==> src/rtl/cht_pkg.sv <==
// ----------------------------------------------------------------------------
// cht_pkg
// Shared types and constants of the chained hash table.
// ----------------------------------------------------------------------------
package cht_pkg;
  localparam int MAX_BUCKETS = 1024;
  localparam int POOL_NODES = 4096;
  localparam int BW = $clog2(MAX_BUCKETS);
  localparam int NW = $clog2(POOL_NODES);
  localparam int PW = NW + 1;
  localparam int KEY_W = 31;
  localparam int VAL_W = 32;
  localparam int CNT_W = 11;
  localparam int DIV_STEPS = KEY_W;
  localparam int SW = $clog2(DIV_STEPS + 1);
  localparam int WALK_W = NW + 1;
  localparam logic [PW-1:0] NO_NODE = {PW{1'b1}};
  localparam logic [CNT_W-1:0] CNT_RESET = CNT_W'(10);

  localparam logic [1:0] ST_OK = 2'd0;
  localparam logic [1:0] ST_NOT_FOUND = 2'd1;
  localparam logic [1:0] ST_POOL_FULL = 2'd2;

  localparam logic FUNC_INSERT = 1'b0;

  typedef enum logic [3:0] {
    S_CLEAR, S_IDLE, S_DIV, S_BREAD, S_BWAIT, S_INS, S_NREAD, S_NWAIT, S_CMP, S_OUT
  } state_t;

  typedef struct packed {
    logic clr_step;
    logic load;
    logic div_step;
    logic bucket_rd;
    logic head_load;
    logic ins_write;
    logic node_rd;
    logic node_next;
    logic res_full;
    logic res_miss;
    logic res_hit;
    logic res_ins;
    logic out_valid;
  } cmd_t;

  typedef struct packed {
    logic clr_done;
    logic div_done;
    logic is_insert;
    logic pool_full;
    logic cur_null;
    logic key_match;
    logic walk_done;
  } stat_t;
endpackage

==> src/rtl/cht_ctrl.sv <==
// ----------------------------------------------------------------------------
// cht_ctrl
// Request sequencer: clearing pass, divide, bucket read, insert or walk.
// ----------------------------------------------------------------------------
module cht_ctrl import cht_pkg::*; (
  input  logic  clk,
  input  logic  rst,
  input  logic  in_fire,
  input  logic  out_fire,
  input  stat_t st,
  output logic  in_ready,
  output cmd_t  cmd
);
  state_t state, state_next;

  always_ff @(posedge clk) begin
    if (rst) begin
      state <= S_CLEAR;
    end else begin
      state <= state_next;
    end
  end

  always_comb begin
    state_next = state;
    unique case (state)
      S_CLEAR: if (st.clr_done) state_next = S_IDLE;
      S_IDLE:  if (in_fire) state_next = S_DIV;
      S_DIV:   if (st.div_done) state_next = S_BREAD;
      S_BREAD: state_next = S_BWAIT;
      S_BWAIT: begin
        if (st.is_insert) begin
          state_next = st.pool_full ? S_OUT : S_INS;
        end else begin
          state_next = st.cur_null ? S_OUT : S_NREAD;
        end
      end
      S_INS:   state_next = S_OUT;
      S_NREAD: state_next = S_NWAIT;
      S_NWAIT: state_next = S_CMP;
      S_CMP: begin
        if (st.key_match || st.cur_null || st.walk_done) state_next = S_OUT;
        else state_next = S_NREAD;
      end
      S_OUT:   if (out_fire) state_next = S_IDLE;
      default: state_next = S_IDLE;
    endcase
  end

  always_comb begin
    cmd = '0;
    in_ready = 1'b0;
    unique case (state)
      S_CLEAR: cmd.clr_step = 1'b1;
      S_IDLE: begin
        in_ready = 1'b1;
        cmd.load = in_fire;
      end
      S_DIV:   cmd.div_step = 1'b1;
      S_BREAD: cmd.bucket_rd = 1'b1;
      S_BWAIT: begin
        if (st.is_insert) begin
          cmd.res_full = st.pool_full;
        end else begin
          cmd.res_miss = st.cur_null;
          cmd.head_load = !st.cur_null;
        end
      end
      S_INS: begin
        cmd.ins_write = 1'b1;
        cmd.res_ins = 1'b1;
      end
      S_NREAD: cmd.node_rd = 1'b1;
      S_NWAIT: ;
      S_CMP: begin
        cmd.res_hit = st.key_match;
        cmd.node_next = !st.key_match;
      end
      S_OUT:   cmd.out_valid = 1'b1;
      default: ;
    endcase
  end
endmodule

==> config.mk <==
export PLATFORM = sky130hd
export DESIGN_NAME = cht_ctrl
export DESIGN_NICKNAME = d
export VERILOG_FILES = /design/src/rtl/cht_pkg.sv /design/src/rtl/cht_ctrl.sv
export SDC_FILE = /design/constraint.sdc
export NUM_CORES = 1
export LEC_CHECK = 0
export BUFFER_PORTS_ARGS = -buffer_cell sky130_fd_sc_hd__buf_2
export CAP_MARGIN = 25
export CORE_AREA = 2 2 39 41
export DETAILED_ROUTE_END_ITERATION = 16
export DIE_AREA = 0 0 41 43
export PLACE_DENSITY_LB_ADDON = 0.08
export SYNTH_ARGS = -nofsm -noshare
export SYNTH_HDL_FRONTEND = slang
export SYNTH_SLANG_ARGS = --single-unit
==> constraint.sdc <==
create_clock -name clk -period 3.36 [get_ports clk]
set_input_delay 0.336 -clock clk [delete_from_list [all_inputs] [get_ports clk]]
set_output_delay 0.336 -clock clk [all_outputs]
set_load 0.05 [all_outputs]
==> flow_summary.json, run 1 <==
{
  "status": "completed",
  "p_leak_nw": 0.2677,
  "finClkSkew_ns": 0.001478,
  "grt_pass1_vias": 430,
  "maxSlewHeadroom_pct": 67.45,
  "die_area_sq_um": 1763,
  "clkSinkCount": 4,
  "antenna_found_initial": 0,
  "slowest_stage": "dfxtp_1",
  "cts_tree": "built",
  "cts_setup_buffers": 0,
  "fp.dieW_microns": 41,
  "seq_power_share_pct": 35.4,
  "max-cap-violations": 0,
  "crit_fanout": 14,
  "synth_edf_count": 0,
  "post_synth_most_frequent_cells": "nor2_1 (10), nor3_1 (5), dfxtp_1 (4), nand2b_1 (4)",
  "core_sq_um": 1384,
  "place_congestion": 0.7473,
  "fillers": 154,
  "num_rows": 14,
  "vias_per_cell": 5.165,
  "p_switching_w": 0.00005284,
  "clock_path_buffers": 2,
  "portBuffers": 24,
  "path_cells": "nand2b_1 -> or3_1 -> inv_1 -> and2_1 -> buf_2",
  "largestRegisters": "state x4",
  "yosysWarnings": 0,
  "async_reset_ff_share_pct": 0,
  "insertedDiodeCount": 0,
  "die_y_microns": 43,
  "ys_seq_elements": 4,
  "grt_max_degree": 16,
  "timing.fmax_ghz": 0.4666,
  "firstDrtPassIters": 4,
  "dp_worst_setup_slack_ns": 1.482,
  "crit_required_ns": 3.02,
  "grtUsageTotal_pct": 14.74,
  "p_per_area_nw_per_um2": 277.5,
  "synth_fp_nets": 70,
  "area_growth_pct": 27.45,
  "setup_slack_ns": 1.217,
  "cts-root-buf": "clkbuf_4",
  "holdCritPathClass": "input pin to flip-flop",
  "hold_viol": 0,
  "start_util_pct": 32.28,
  "setup_viol": 0,
  "timing.final.crit_share_pct": 63.79,
  "hold_buffers": 0,
  "cts_buffers": 3,
  "cts_resized": 0,
  "hpwl_microns": 877.9,
  "cp.arrival_ns": 1.81,
  "worstMarginPinSlew_ns": 0.4875,
  "grt.overflow.total": 0,
  "clkTransAtPathRegs_ns": 0.04,
  "yosysTopAreaCellShare_pct": 17.93,
  "crit_family": "simple AND/OR/NAND/NOR gates",
  "p_comb_share_pct": 28.8,
  "final.min_clock_period_ns": 2.143,
  "path_buf_inv": 2,
  "drc": 0,
  "ios": 25,
  "synth_area_sq_um": 446.7,
  "synth_area_leaders": "dfxtp_1 (18%), nor2_1 (8.4%), or4b_4 (6.2%), nand2b_1 (5.6%), nor3_1 (5.6%)",
  "grt_pass1_wl_mm": 1.773,
  "p_int_w": 0.0001051,
  "holdWs_ns": 0.3196,
  "synthMostInstantiatedCell": "nor2_1",
  "clock_latency_ns": 0.23,
  "slew_violations": 0,
  "max_stage_delay_ns": 0.61,
  "swShare_pct": 33.45,
  "ant_nets": 0,
  "cp-end-kind": "primary output",
  "ir_drop_mv": 0.1538,
  "place_area_sq_um": 546.8,
  "synth_cell_types": 28,
  "largest_reg_flops": 4,
  "ys_seq_area_share_pct": 17.93,
  "post-synth-top-area-cell": "dfxtp_1",
  "syn_area_per_cell_sq_um": 7.571,
  "setup_tns_ns": 0,
  "clock_power_share_pct": 35.9,
  "start_kind": "flip-flop",
  "nNetsFinal": 94,
  "ys.flop_type": "dfxtp_1",
  "htreeDepth": 1,
  "vias": 501,
  "rsz0062_at_grt": "false",
  "regMostFlops": "state",
  "avgRoutedWirePerCell_microns": 11.45,
  "drive_gt1_share_pct": 39.51,
  "syn_inst": 59,
  "worst-setup-path-type": "flip-flop to primary output",
  "finalInstanceArea_sq_um": 569.3,
  "routed_wl_mm": 1.111,
  "drt_iter0_markers": 9
}
[power groups by stage]
stage	logic, W	registers [W]	clock network (W)
detailed placement	0.0000452	0.0000565	0
global route	0.0000491	0.0000565	0.0000646
floorplan	0.0000374	0.0000519	0
finish	0.0000454	0.0000559	0.0000567
global placement	0.0000458	0.0000564	0
CTS	0.0000458	0.0000557	0.0000611
[final cells by class]
cell class / count / area (sq um) / area share [%]
multi-input combinational: 49 / 322.8 / 56.70
timing repair buffer: 24 / 120.1 / 21.10
sequential: 4 / 80.08 / 14.07
clock buffer: 3 / 22.52 / 3.956
tap: 16 / 20.02 / 3.516
inverter: 1 / 3.754 / 0.6593
[routing by layer]
layer	vias up	part of all wire, %	GRT usage (%)
met4	0	0	8.000
met2	18	47	23.44
met1	220	46	17.31
li1	263	-	-
met5	-	0	0
met3	0	6.9	3.141
[layout by cell type, fill, tap and decap left out, types with 2 or more instances in the layout]
master | netlist | routed
nor3_1 | 5 | 5
nor2_1 | 10 | 10
or4b_4 | 2 | 2
buf_2 | 2 | 24
nand2b_1 | 4 | 4
and2_1 | 3 | 3
a211oi_1 | 2 | 2
nand2_1 | 3 | 3
clkbuf_4 | 0 | 3
a21oi_1 | 3 | 3
o21a_1 | 2 | 2
dfxtp_1 | 4 | 4
nor2b_1 | 2 | 2
[metrics by stage]
step,cells,power (W),utilization [%]
global route,97,0.0001703,41.14
global placement,94,0.0001022,39.51
floorplan,59,0.00008938,-
detailed placement,94,0.0001017,39.51
finish,97,0.0001580,41.14
CTS,97,0.0001626,41.14
[final timing paths]
| path | startpoint | endpoint | slack, ns | cells after the start |
|---|---|---|---|---|
| worst min-delay path | rst | state[3] | 0.32 | 2 |
| worst min register to register | state[1] | state[0] | 0.77 | 2 |
| worst max-delay path | state[0] | cmd[11] | 1.22 | 5 |
| worst max register to register | state[3] | state[0] | 1.72 | 4 |
[cell families (layout without fill, tap and decap cells)]
logic type,after synthesis,in the layout,share of synthesized area (%)
AND/OR/NAND/NOR,33,33,41.74
buffers and inverters,6,28,9.803
flip-flops,4,4,17.93
multiplexers,2,2,4.762
XOR/XNOR,1,1,1.961
AO/OA/AOI/OAI,13,13,23.81
Power figures use the tool's default switching activity.
==> run 2: changes to the inputs <==
--- a/config.mk
+++ b/config.mk
@@ -5,6 +5,7 @@
 export SDC_FILE = /design/constraint.sdc
 export NUM_CORES = 1
 export LEC_CHECK = 0
+export ABC_AREA = 1
 export BUFFER_PORTS_ARGS = -buffer_cell sky130_fd_sc_hd__buf_2
 export CAP_MARGIN = 25
 export CORE_AREA = 2 2 39 41
==> constraint.sdc (replaced) <==
create_clock -name clk -period 1.8 [get_ports clk]
set_input_delay 0.18 -clock clk [delete_from_list [all_inputs] [get_ports clk]]
set_output_delay 0.18 -clock clk [all_outputs]
set_load 0.05 [all_outputs]
==> run 2 against run 1 <==
Against the previous run:
- routed wire length grew 0.54%
- flip-flop and latch count did not move
- sequential share of layout area is 0.68 points lower
- first-iteration DRC count is 11% lower
- register-to-register slack got worse by 1.1 ns
- critical path depth unchanged
- largest cell class unchanged
- largest power group is now combinational logic
==> flow_summary.json, run 2 <==
{
  "r2r_end": "state[1]",
  "fp.dieW_microns": 41,
  "ant_nets": 0,
  "yosysTopAreaCellShare_pct": 18.29,
  "drt_iter0_markers": 8,
  "num_rows": 14,
  "path_buf_inv": 2,
  "area_growth_pct": 36.57,
  "synth_cell_types": 17,
  "cts_setup_buffers": 0,
  "max-cap-violations": 0,
  "final.min_clock_period_ns": 1.592,
  "avgRoutedWirePerCell_microns": 9.231,
  "worstMarginPinSlew_ns": 0.2641,
  "min_path_cells": 2,
  "clock_latency_ns": 0.23,
  "slowest_stage": "dfxtp_1",
  "grt_max_degree": 7,
  "cts_tree": "built",
  "fin_util_pct": 43.22,
  "cts-root-buf": "clkbuf_4",
  "final_cell_mix": "buf_2 (24), nand2_1 (17), nor2_1 (16)",
  "die_y_microns": 43,
  "ys.flop_type": "dfxtp_1",
  "cp-end-kind": "primary output",
  "clkTransAtPathRegs_ns": 0.04,
  "clkSinkCount": 4,
  "async_reset_ff_share_pct": 0,
  "largestRegisters": "state x4",
  "maxSlewHeadroom_pct": 82.37,
  "slew_violations": 0,
  "path_cells": "nand2_2 -> nor2_4 -> nand3_1 -> inv_2 -> buf_2",
  "synthMostInstantiatedCell": "nand2_1",
  "ir_drop_mv": 0.5766,
  "post_synth_most_frequent_cells": "nand2_1 (17), nor2_1 (16), inv_1 (13)",
  "holdWs_ns": 0.1528,
  "insertedDiodeCount": 0,
  "synth_fp_nets": 90,
  "routed_wl_mm": 1.117,
  "p_leak_nw": 0.3665,
  "synth_area_leaders": "dfxtp_1 (18%), nand2_1 (15%), nor2_1 (14%), inv_1 (11%), nor2_2 (7.1%)",
  "crit_fanout": 6,
  "cts_buffers": 3,
  "grt_pass1_vias": 477,
  "cts_resized": 0,
  "vias_per_cell": 4.504,
  "clock_path_buffers": 2,
  "nNetsFinal": 118,
  "post-synth-top-area-cell": "dfxtp_1",
  "finalInstanceArea_sq_um": 598.1,
  "rsz0062_at_grt": "false",
  "timing.fmax_ghz": 0.6282,
  "drive_gt1_share_pct": 38.10,
  "antenna_found_initial": 0,
  "place_congestion": 0.8241,
  "place_area_sq_um": 575.6,
  "worst-setup-path-type": "flip-flop to primary output",
  "instances_no_fill": 121,
  "holdCritPathClass": "input pin to flip-flop",
  "synth_area_sq_um": 437.9,
  "max_stage_delay_ns": 0.46,
  "hold_viol": 0,
  "syn_area_per_cell_sq_um": 5.543,
  "finClkSkew_ns": 0.001943,
  "drc": 0,
  "r2r_start": "state[3]",
  "grt_pass1_wl_mm": 1.787,
  "firstDrtPassIters": 4,
  "htreeDepth": 1,
  "core_sq_um": 1384,
  "ys_seq_elements": 4,
  "start_kind": "flip-flop",
  "fillers": 160,
  "p_per_area_nw_per_um2": 1396,
  "min_to": "state[1]",
  "power_w": 0.0008349,
  "portBuffers": 24,
  "reg2reg_slack_ns": 0.58,
  "yosysWarnings": 0,
  "grt.overflow.total": 0,
  "status": "completed",
  "cp.arrival_ns": 1.41,
  "timing.final.crit_share_pct": 88.44,
  "setup_viol": 0,
  "syn_inst": 79,
  "largest_reg_flops": 4,
  "grtUsageTotal_pct": 14.96,
  "placed_cells": 118,
  "worstHoldStart": "rst",
  "regMostFlops": "state",
  "crit_required_ns": 1.62,
  "ios": 25,
  "die_area_sq_um": 1763,
  "synth_edf_count": 0,
  "reg2regPathDepth": 8,
  "hpwl_microns": 963.9,
  "final_common_cell": "buf_2",
  "crit_family": "flip-flops",
  "ys_seq_area_share_pct": 18.29,
  "hold_buffers": 0,
  "start_util_pct": 31.65,
  "vias": 545
}
-- run 2: final cells by class --
cell class / count / area (sq um) / share of cell area [%]
multi-input cells: 59 / 299.0 / 50.00
repair buffers: 24 / 120.1 / 20.08
flip-flops and latches: 4 / 80.08 / 13.39
inverters: 15 / 56.30 / 9.414
clock buffers: 3 / 22.52 / 3.766
well taps: 16 / 20.02 / 3.347
-- run 2: cell families after synthesis --
family                 Yosys count  share of synthesized area [%]
AOI/OAI and AO/OA                5                          7.999
buffers and inverters           16                          14.57
DFF                              4                          18.29
and+or+nand+nor                 54                          59.14
-- run 2: how the worst max path moves through the flow --
stage / start / end / slack, ns / cells past startpoint
after floorplan: state[0] / cmd[0] / -0.06 / 4
final: state[2] / cmd[3] / 0.21 / 5
after global routing: state[2] / cmd[3] / 0.11 / 5
after detailed placement: state[2] / cmd[3] / 0.44 / 5
after global placement: state[2] / cmd[8] / 0.45 / 5
after CTS: state[2] / cmd[3] / 0.18 / 5
-- run 2: power breakdown --
| group | total (W) | internal (W) | switching, W |
|---|---|---|---|
| Sequential | 0.000153 | 0.000113 | 0.0000399 |
| Clock | 0.000109 | 0.0000744 | 0.0000344 |
| Combinational | 0.000573 | 0.000153 | 0.000419 |
| Total | 0.000835 | 0.000341 | 0.000494 |
-- run 2: per-layer routing --
metal / global-route usage, % / routed length, microns
met5: 0 / 0
met4: 2.000 / 0
met3: 6.283 / 74
met2: 23.13 / 477
met1: 19.29 / 565
-- run 2: stage by stage --
| step | setup WS, ns | setup TNS (ns) |
|---|---|---|
| finish | 0.2081 | 0 |
| global route | 0.1143 | 0 |
| CTS | 0.1832 | 0 |
| detailed placement | 0.4395 | 0 |
| global placement | 0.4465 | 0 |
| floorplan | -0.05844 | -0.1159 |
